`src/sv/sdrp_pkg.sv`:
```
// Shared types and constants for the SCAN disk request picker.
// Holds field widths, operation and status codes and the cell control struct.
// No dependencies.
package sdrp_pkg;

  localparam int TableDepth   = 16;
  localparam int CylinderBits = 16;

  localparam int OpW       = 2;
  localparam int StatusW   = 2;
  localparam int TagW      = 8;
  localparam int CylPortW  = 16;
  localparam int SlotPortW = 4;

  localparam logic [OpW-1:0] OP_INSERT = 2'd0;
  localparam logic [OpW-1:0] OP_SELECT = 2'd1;
  localparam logic [OpW-1:0] OP_REMOVE = 2'd2;

  localparam logic [StatusW-1:0] STAT_DONE    = 2'd0;
  localparam logic [StatusW-1:0] STAT_FULL    = 2'd1;
  localparam logic [StatusW-1:0] STAT_EMPTY   = 2'd2;
  localparam logic [StatusW-1:0] STAT_NO_SLOT = 2'd3;

  // Candidate lanes carried along the cell chain during a select scan
  localparam int NumKinds  = 3;
  localparam int KindMatch = 0;  // first entry on the head cylinder
  localparam int KindUp    = 1;  // nearest entry above the head
  localparam int KindDown  = 2;  // nearest entry below the head

  typedef struct packed {
    logic load;   // take the incoming request
    logic shift;  // take the neighbor's entry (remove closes the gap)
    logic drop;   // entry leaves the table
  } cell_ctl_t;

endpackage

```
`src/sv/sdrp_cell.sv`:
```
// One table slot of the request picker: stored request plus a scan stage.
// Depends on sdrp_pkg.
module sdrp_cell
  import sdrp_pkg::*;
#(
  parameter int Depth   = TableDepth,
  parameter int CylBits = CylinderBits,
  parameter int Index   = 0,
  localparam int IdxW   = $clog2(Depth),
  localparam int CandW  = 1 + IdxW + CylBits + TagW
) (
  input  logic                               clk_i,
  input  logic                               rst_ni,
  input  cell_ctl_t                          ctl_i,
  input  logic [CylBits-1:0]                 new_cyl_i,
  input  logic [TagW-1:0]                    new_tag_i,
  input  logic [CylBits-1:0]                 nbr_cyl_i,
  input  logic [TagW-1:0]                    nbr_tag_i,
  input  logic [CylBits-1:0]                 head_i,
  input  logic                               tok_vld_i,
  input  logic [NumKinds-1:0][CandW-1:0]     cand_i,
  output logic                               tok_vld_o,
  output logic [NumKinds-1:0][CandW-1:0]     cand_o,
  output logic                               valid_o,
  output logic [CylBits-1:0]                 cyl_o,
  output logic [TagW-1:0]                    tag_o
);

  typedef struct packed {
    logic               hit;
    logic [IdxW-1:0]    slot;
    logic [CylBits-1:0] cyl;
    logic [TagW-1:0]    tag;
  } cand_t;

  localparam logic [IdxW-1:0] MySlot = IdxW'(Index);

  logic               valid_q;
  logic [CylBits-1:0] cyl_q;
  logic [TagW-1:0]    tag_q;
  logic               tok_vld_q;
  logic [NumKinds-1:0][CandW-1:0] cand_q;

  cand_t cin  [NumKinds];
  cand_t cnx  [NumKinds];
  cand_t mine;

  always_comb begin
    mine.hit  = 1'b1;
    mine.slot = MySlot;
    mine.cyl  = cyl_q;
    mine.tag  = tag_q;
    for (int k = 0; k < NumKinds; k++) begin
      cin[k] = cand_t'(cand_i[k]);
      cnx[k] = cin[k];
    end
    // strict compares keep the earliest slot on ties
    if (valid_q) begin
      if (!cin[KindMatch].hit && cyl_q == head_i) begin
        cnx[KindMatch] = mine;
      end
      if (cyl_q > head_i && (!cin[KindUp].hit || cyl_q < cin[KindUp].cyl)) begin
        cnx[KindUp] = mine;
      end
      if (cyl_q < head_i && (!cin[KindDown].hit || cyl_q > cin[KindDown].cyl)) begin
        cnx[KindDown] = mine;
      end
    end
  end

  always_ff @(posedge clk_i or negedge rst_ni) begin
    if (!rst_ni) begin
      valid_q   <= 1'b0;
      tok_vld_q <= 1'b0;
    end else begin
      tok_vld_q <= tok_vld_i;
      if (ctl_i.load) begin
        valid_q <= 1'b1;
      end else if (ctl_i.drop) begin
        valid_q <= 1'b0;
      end
    end
  end

  always_ff @(posedge clk_i) begin
    for (int k = 0; k < NumKinds; k++) begin
      cand_q[k] <= CandW'(cnx[k]);
    end
    if (ctl_i.load) begin
      cyl_q <= new_cyl_i;
      tag_q <= new_tag_i;
    end else if (ctl_i.shift) begin
      cyl_q <= nbr_cyl_i;
      tag_q <= nbr_tag_i;
    end
  end

  assign tok_vld_o = tok_vld_q;
  assign cand_o    = cand_q;
  assign valid_o   = valid_q;
  assign cyl_o     = cyl_q;
  assign tag_o     = tag_q;

endmodule

```
`src/sv/scan_disk_request_picker_core.sv`:
```
// Insert, remove: the result goes to the pending-result register, then the output
//   register; the next item is taken once the result is in the output register.
// Select: a scan token walks the cell chain one cell per cycle; the pick at its end
//   is handed off the same way. Select on an empty table skips the scan, like insert.
// Reset (async, active low) empties the table, points the sweep toward larger cylinders
//   and clears the handshake; stored cylinders and tags are not cleared.
// Depends on sdrp_pkg and sdrp_cell.
module scan_disk_request_picker_core
  import sdrp_pkg::*;
#(
  parameter int Depth   = TableDepth,
  parameter int CylBits = CylinderBits
) (
  input  logic                 clk_i,
  input  logic                 rst_ni,
  input  logic                 in_valid_i,
  output logic                 in_stall_o,
  input  logic [OpW-1:0]       operation_i,
  input  logic [CylPortW-1:0]  req_cylinder_i,
  input  logic [TagW-1:0]      req_tag_i,
  input  logic [CylPortW-1:0]  head_cylinder_i,
  input  logic [SlotPortW-1:0] slot_index_i,
  output logic                 out_valid_o,
  input  logic                 out_stall_i,
  output logic [StatusW-1:0]   status_o,
  output logic [SlotPortW-1:0] chosen_slot_o,
  output logic [CylPortW-1:0]  chosen_cylinder_o,
  output logic [TagW-1:0]      chosen_tag_o,
  output logic                 moving_inward_o
);

  localparam int IdxW  = $clog2(Depth);
  localparam int CntW  = $clog2(Depth + 1);
  localparam int CmpW  = (CntW > SlotPortW) ? CntW : SlotPortW;
  localparam int CandW = 1 + IdxW + CylBits + TagW;

  // sequencer states
  localparam logic [1:0] ST_IDLE = 2'd0;  // waiting for an item
  localparam logic [1:0] ST_SCAN = 2'd1;  // select token travels the chain
  localparam logic [1:0] ST_PUT  = 2'd2;  // result waits for the output register

  typedef struct packed {
    logic               hit;
    logic [IdxW-1:0]    slot;
    logic [CylBits-1:0] cyl;
    logic [TagW-1:0]    tag;
  } cand_t;

  logic [1:0]          state_q, state_d;
  logic [CntW-1:0]     count_q, count_d;
  logic                sweep_q, sweep_d;
  logic [CylBits-1:0]  head_q, head_d;
  logic                start_q;
  logic                start_d;

  // pending result
  logic [StatusW-1:0]   rs_status_q, rs_status_d;
  logic [SlotPortW-1:0] rs_slot_q, rs_slot_d;
  logic [CylPortW-1:0]  rs_cyl_q, rs_cyl_d;
  logic [TagW-1:0]      rs_tag_q, rs_tag_d;
  logic                 rs_dir_q, rs_dir_d;

  // output register
  logic                 out_vld_q;
  logic                 out_load;
  logic [StatusW-1:0]   out_status_q;
  logic [SlotPortW-1:0] out_slot_q;
  logic [CylPortW-1:0]  out_cyl_q;
  logic [TagW-1:0]      out_tag_q;
  logic                 out_dir_q;

  logic                 acc;
  logic                 full;
  logic                 slot_ok;
  logic [IdxW-1:0]      rm_idx;
  logic [CylBits-1:0]   new_cyl;

  // cell chain wiring
  cell_ctl_t                      ctl        [Depth];
  logic [CylBits-1:0]             cell_cyl   [Depth];
  logic [TagW-1:0]                cell_tag   [Depth];
  logic [Depth-1:0]               cell_valid;
  logic [Depth-1:0]               exp_valid;
  logic                           tok_w      [Depth+1];
  logic [NumKinds-1:0][CandW-1:0] cand_w     [Depth+1];

  cand_t fin [NumKinds];
  cand_t pick;
  logic  flip;

  assign acc     = in_valid_i && !in_stall_o;
  assign full    = (count_q == CntW'(Depth));
  assign slot_ok = (CmpW'(slot_index_i) < CmpW'(count_q));
  assign rm_idx  = IdxW'(slot_index_i);
  assign new_cyl = CylBits'(req_cylinder_i);

  assign tok_w[0]  = start_q;
  assign cand_w[0] = '0;

  for (genvar g = 0; g < Depth; g++) begin : g_cell
    localparam logic [CntW-1:0] Pos     = CntW'(g);
    localparam logic [CntW-1:0] PosNext = CntW'(g + 1);

    logic [CylBits-1:0] nbr_cyl;
    logic [TagW-1:0]    nbr_tag;

    if (g < Depth - 1) begin : g_nbr
      assign nbr_cyl = cell_cyl[g+1];
      assign nbr_tag = cell_tag[g+1];
    end else begin : g_end
      assign nbr_cyl = '0;
      assign nbr_tag = '0;
    end

    // insert appends at the fill count; remove slides later entries down one
    assign ctl[g].load  = acc && operation_i == OP_INSERT && !full && Pos == count_q;
    assign ctl[g].shift = acc && operation_i == OP_REMOVE && slot_ok &&
                          CmpW'(Pos) >= CmpW'(slot_index_i) && PosNext < count_q;
    assign ctl[g].drop  = acc && operation_i == OP_REMOVE && slot_ok && PosNext == count_q;

    assign exp_valid[g] = (Pos < count_q);

    sdrp_cell #(
      .Depth   (Depth),
      .CylBits (CylBits),
      .Index   (g)
    ) u_cell (
      .clk_i     (clk_i),
      .rst_ni    (rst_ni),
      .ctl_i     (ctl[g]),
      .new_cyl_i (new_cyl),
      .new_tag_i (req_tag_i),
      .nbr_cyl_i (nbr_cyl),
      .nbr_tag_i (nbr_tag),
      .head_i    (head_q),
      .tok_vld_i (tok_w[g]),
      .cand_i    (cand_w[g]),
      .tok_vld_o (tok_w[g+1]),
      .cand_o    (cand_w[g+1]),
      .valid_o   (cell_valid[g]),
      .cyl_o     (cell_cyl[g]),
      .tag_o     (cell_tag[g])
    );
  end

  // SCAN rule at the chain's end: head hit first, else nearest ahead, else flip
  always_comb begin
    for (int k = 0; k < NumKinds; k++) begin
      fin[k] = cand_t'(cand_w[Depth][k]);
    end
    flip = 1'b0;
    if (fin[KindMatch].hit) begin
      pick = fin[KindMatch];
    end else if (sweep_q) begin
      if (fin[KindUp].hit) begin
        pick = fin[KindUp];
      end else begin
        flip = 1'b1;
        pick = fin[KindDown];
      end
    end else begin
      if (fin[KindDown].hit) begin
        pick = fin[KindDown];
      end else begin
        flip = 1'b1;
        pick = fin[KindUp];
      end
    end
  end

  always_comb begin
    state_d     = state_q;
    count_d     = count_q;
    sweep_d     = sweep_q;
    head_d      = head_q;
    start_d     = 1'b0;
    rs_status_d = rs_status_q;
    rs_slot_d   = rs_slot_q;
    rs_cyl_d    = rs_cyl_q;
    rs_tag_d    = rs_tag_q;
    rs_dir_d    = rs_dir_q;
    case (state_q)
      ST_IDLE: begin
        if (acc) begin
          state_d     = ST_PUT;
          rs_status_d = STAT_DONE;
          rs_slot_d   = '0;
          rs_cyl_d    = '0;
          rs_tag_d    = '0;
          rs_dir_d    = sweep_q;
          case (operation_i)
            OP_INSERT: begin
              if (full) begin
                rs_status_d = STAT_FULL;
              end else begin
                rs_slot_d = SlotPortW'(count_q);
                rs_cyl_d  = CylPortW'(new_cyl);
                rs_tag_d  = req_tag_i;
                count_d   = count_q + CntW'(1);
              end
            end
            OP_SELECT: begin
              if (count_q == '0) begin
                rs_status_d = STAT_EMPTY;
              end else begin
                head_d  = CylBits'(head_cylinder_i);
                start_d = 1'b1;
                state_d = ST_SCAN;
              end
            end
            OP_REMOVE: begin
              if (!slot_ok) begin
                rs_status_d = STAT_NO_SLOT;
              end else begin
                rs_slot_d = slot_index_i;
                rs_cyl_d  = CylPortW'(cell_cyl[rm_idx]);
                rs_tag_d  = cell_tag[rm_idx];
                count_d   = count_q - CntW'(1);
              end
            end
            default: begin
            end
          endcase
        end
      end
      ST_SCAN: begin
        if (tok_w[Depth]) begin
          state_d = ST_PUT;
          if (flip) begin
            sweep_d = !sweep_q;
          end
          rs_dir_d = flip ? !sweep_q : sweep_q;
          if (pick.hit) begin
            rs_status_d = STAT_DONE;
            rs_slot_d   = SlotPortW'(pick.slot);
            rs_cyl_d    = CylPortW'(pick.cyl);
            rs_tag_d    = pick.tag;
          end else begin
            rs_status_d = STAT_EMPTY;
            rs_slot_d   = '0;
            rs_cyl_d    = '0;
            rs_tag_d    = '0;
          end
        end
      end
      ST_PUT: begin
        if (!out_vld_q || !out_stall_i) begin
          state_d = ST_IDLE;
        end
      end
      default: begin
        state_d = ST_IDLE;
      end
    endcase
  end

  // the result moves on when the output register is empty or being drained
  assign out_load = (state_q == ST_PUT) && (!out_vld_q || !out_stall_i);

  always_ff @(posedge clk_i or negedge rst_ni) begin
    if (!rst_ni) begin
      state_q   <= ST_IDLE;
      count_q   <= '0;
      sweep_q   <= 1'b1;
      start_q   <= 1'b0;
      out_vld_q <= 1'b0;
    end else begin
      state_q   <= state_d;
      count_q   <= count_d;
      sweep_q   <= sweep_d;
      start_q   <= start_d;
      out_vld_q <= out_load || (out_vld_q && out_stall_i);
    end
  end

  always_ff @(posedge clk_i) begin
    head_q      <= head_d;
    rs_status_q <= rs_status_d;
    rs_slot_q   <= rs_slot_d;
    rs_cyl_q    <= rs_cyl_d;
    rs_tag_q    <= rs_tag_d;
    rs_dir_q    <= rs_dir_d;
    if (out_load) begin
      out_status_q <= rs_status_q;
      out_slot_q   <= rs_slot_q;
      out_cyl_q    <= rs_cyl_q;
      out_tag_q    <= rs_tag_q;
      out_dir_q    <= rs_dir_q;
    end
  end

  assign in_stall_o        = (state_q != ST_IDLE);
  assign out_valid_o       = out_vld_q;
  assign status_o          = out_status_q;
  assign chosen_slot_o     = out_slot_q;
  assign chosen_cylinder_o = out_cyl_q;
  assign chosen_tag_o      = out_tag_q;
  assign moving_inward_o   = out_dir_q;

  a_count_range: assert property (@(posedge clk_i) disable iff (!rst_ni)
    count_q <= CntW'(Depth))
    else $error("fill count beyond table depth");

  a_valid_matches_count: assert property (@(posedge clk_i) disable iff (!rst_ni)
    cell_valid == exp_valid)
    else $error("cell valid bits disagree with fill count");

  a_out_from_put: assert property (@(posedge clk_i) disable iff (!rst_ni)
    $rose(out_vld_q) |-> $past(state_q) == ST_PUT)
    else $error("output loaded outside result hand-off");

  a_token_in_scan: assert property (@(posedge clk_i) disable iff (!rst_ni)
    tok_w[Depth] |-> state_q == ST_SCAN)
    else $error("scan token left the chain while not scanning");

  a_sweep_at_scan_end: assert property (@(posedge clk_i) disable iff (!rst_ni)
    !$stable(sweep_q) |-> $past(state_q == ST_SCAN && tok_w[Depth]))
    else $error("sweep direction changed outside a select decision");

endmodule

```
`config.mk`:
```
export PLATFORM = sky130hd
export DESIGN_NAME = scan_disk_request_picker_core
export DESIGN_NICKNAME = d
export VERILOG_FILES = /design/src/sv/sdrp_pkg.sv /design/src/sv/sdrp_cell.sv /design/src/sv/scan_disk_request_picker_core.sv
export SDC_FILE = /design/constraint.sdc
export NUM_CORES = 2
export LEC_CHECK = 0
export BUFFER_PORTS_ARGS = -buffer_cell sky130_fd_sc_hd__buf_2
export CAP_MARGIN = 20
export CORE_ASPECT_RATIO = 1.4
export CORE_MARGIN = 4
export CORE_UTILIZATION = 30
export CTS_CLUSTER_SIZE = 30
export DETAILED_ROUTE_END_ITERATION = 10
export PLACE_DENSITY = 0.53
export SETUP_SLACK_MARGIN = 0.05
export SYNTH_ARGS = -nofsm -noshare
export SYNTH_HDL_FRONTEND = slang
export SYNTH_SLANG_ARGS = --single-unit
```
`constraint.sdc`:
```
create_clock -name clk_i -period 7.6 [get_ports clk_i]
set_input_delay 0.76 -clock clk_i [delete_from_list [all_inputs] [get_ports clk_i]]
set_output_delay 0.76 -clock clk_i [all_outputs]
set_load 0.01 [all_outputs]
```
==> flow_summary.toml <==
[run_status]
outcome = "completed"

[clock_tree]
cts_buffers = 190
clock_tree.htree_level_count = 4
clockBufferDepth = 4
post_cts_buffers = 0
clock-root-buffer = "clkbuf_16"
clock-sinks = 1851
cts.repair.resized = 0
clkTransAtPathRegs_ns = 0.06
cts_tree = "done"
hold_buffers = 0
clock_latency_ns = 0.89

[drt]
routedWlPerCell_um = 29.0
drc = 0
totalWireLength_um = 314000
vias_per_cell = 5.13
firstDrtPassIters = 7
via_count = 55600
drt_iter0_drc = 4051
ant_nets = 0

[timing]
report.final.slew_viol_count = 0
min_period_ns = 4.16
rsz0062_at_grt = "false"
fin_setup_tns_ns = 0
post-route-period-util = 0.548
final_hold_viol_count = 0
setup_slack_ns = 3.44
fmax_mhz = 240
slew_headroom = 0.259
fin_skew_ns = 0.0901
tightestPinTransition_ns = 1.11
whs_ns = 0.0659
setup_viol = 0

[layout]
fillCellCount = 27200
syn_to_final_growth_pct = 14.5
seqCellArea_um2 = 41900
drive_above_1_share = 0.315
finish.utilization = 0.345
final_net_count = 7756
multi_input_area_um2 = 39000

[die]
core-area_um2 = 278000
die_w_um = 454
ios = 83
die_y_um = 633
dieArea_um2 = 287000
start_util = 0.301
rows = 229

[synth]
synth_area_um2 = 83600
ys_types = 75
synth-edff-count = 462
yosysSeqAreaShare = 0.501
synth_most_common_cell = "mux2_2"
synthArstFlopShare = 0.0227
yosysTopAreaCell = "dfxtp_1"
netlist_instances = 6763
synthTopCellsByArea = "dfxtp_1 32%, mux2_2 19%, edfxtp_1 17%, ha_1 11%, mux4_2 3.2%"
syn-mean-instance-area_um2 = 12.4
synthTopCellsByCount = "1434 x mux2_2, 1347 x dfxtp_1, 729 x ha_1, 546 x inv_1, 462 x edfxtp_1"
synthFlopType = "dfxtp_1"
synth_top_cell_area_share = 0.322
synth_fp_nets = 7542
ys_ff_latch = 1851
yosysWarnings = 0

[place]
io_buffers = 82
pre_cts_ws_ns = 3.32
dp_hpwl_um = 240000
place.gp.congestion = 0.969

[global_route]
grt_pass1_vias = 57100
gr-total-overflow = 0
grt_antenna_before_repair = 37
grt_usage = 0.213
grt_max_degree = 59
grt_pass1_wl_um = 437000

[worst_setup_path]
startpoint_type = "register"
worstPathMaxFanout = 17
critical_path_class = "reg2reg"
required_ns = 8.34
critPathArrivalTime_ns = 4.91
worst_setup_path_end_kind = "register"

[power_and_ir_drop]
power.density_nw_per_um2 = 319
ir_worst_vdd_mv = 0.184
power_leakage_uw = 0.0393
total_power_uw = 30500

[job]
maxCapViolations = 0

[worst_hold_path]
hp-class = "in2async"
[layout make-up]
type,count,share of cell area
flip-flops and latches,1851,0.437
multi-input cells,4135,0.407
clock inverters,73,0.00947
inverters,547,0.0214
repair buffers,252,0.0190
well taps,3696,0.0483
clock buffers,265,0.0564
diodes,26,0.000679
[worst max-delay path, cell delays in order, from the launching register on]
cell      delay (ns)
edfxtp_1        0.35
inv_1           0.46
ha_1            0.37
nand4_1         0.16
nor2_1          0.11
a221oi_1        0.33
or3b_1          0.49
nor4_4          0.92
buf_4           0.42
mux2_2          0.38
[per-stage QoR]
step | area [um2] | instances
2_1_floorplan | 83600 | 6763
3_3_place_gp | 89200 | 10500
3_5_place_dp | 89400 | 10500
4_1_cts | 95700 | 10800
5_1_grt | 95700 | 10800
6_report | 95800 | 10800
[layer usage]
layer  global-route usage  routed length [um]
met1                0.219              108000
met2                0.376              156000
met3               0.0376               18100
met4                0.176               32100
met5                    0                  81
[cells by family (layout without fill, tap and decap cells)]
family,count (synthesis),after routing,share of synthesized area
other,0,26,0
flip-flops,1851,1851,0.501
XOR/XNOR,4,4,0.000419
buffers and inverters,777,1137,0.0363
adder cells (fa/ha/maj),729,729,0.109
AO/OA/AOI/OAI,763,763,0.0565
multiplexers,1589,1589,0.230
AND/OR/NAND/NOR,1050,1050,0.0673
[flip-flops by register name (all words and copies together), names as in the netlist, 5 cells and up]
register and cells:
count_q 5, rs_tag_q 8, chosen_cylinder_o 16, g_cell.u_cell.cyl_o 256
g_cell.u_cell.cand_o 1347, head_q 16, rs_cyl_q 16, g_cell.u_cell.tag_o 128
g_cell.u_cell.valid_o 16, g_cell.u_cell.tok_vld_o 16, chosen_tag_o 8
[power by group]
group / leakage, uW / switching, uW / internal (uW)
logic: 0.0203 / 3620 / 3200
clock network: 0.00310 / 4080 / 5580
registers: 0.0159 / 1710 / 12400
total: 0.0393 / 9400 / 21100
[cell usage in the layout (no fill, tap or decap), types with 16 or more instances in the layout]
cell	count
edfxtp_1	462
buf_2	80
a22oi_1	28
and2_1	59
nand2_1	250
a21o_1	55
nor2_2	16
clkbuf_1	43
nor3_1	42
o211ai_1	36
dfrtp_1	41
nand2b_1	65
nor2_1	83
clkbuf_16	195
inv_1	546
ha_1	729
nor2b_1	75
bufinv_16	18
a221oi_1	16
and3_1	32
nand4_1	132
or2_2	84
clkbuf_8	25
nand3_1	135
a21oi_1	313
dfxtp_1	1346
a2111oi_0	18
o21ai_0	152
clkinv_2	28
nor4_1	22
buf_4	162
diode_2	26
mux4_2	120
a211oi_1	20
mux2i_1	29
mux2_2	1434
[final timing paths]
path / start / end / slack (ns) / depth (start not counted)
worst max-delay path: head_q[15]$_DFFE_PP_ / g_cell[13].u_cell.cand_o[59]$_DFF_P_ / 3.44 / 9
worst min-delay path: rst_ni / g_cell[0].u_cell.valid_o$_DFFE_PN0P_ / 0.07 / 2
worst max register to register: head_q[15]$_DFFE_PP_ / g_cell[13].u_cell.cand_o[59]$_DFF_P_ / 3.44 / 9
worst min register to register: g_cell[14].u_cell.tok_vld_o$_DFF_PN0_ / g_cell[15].u_cell.tok_vld_o$_DFF_PN0_ / 0.34 / 0
max in group asynchronous: rst_ni / g_cell[11].u_cell.valid_o$_DFFE_PN0P_ / 6.93 / 2
min in group clk_i: head_cylinder_i[6] / head_q[6]$_DFFE_PP_ / 0.17 / 1
Power figures use the tool's default switching activity.
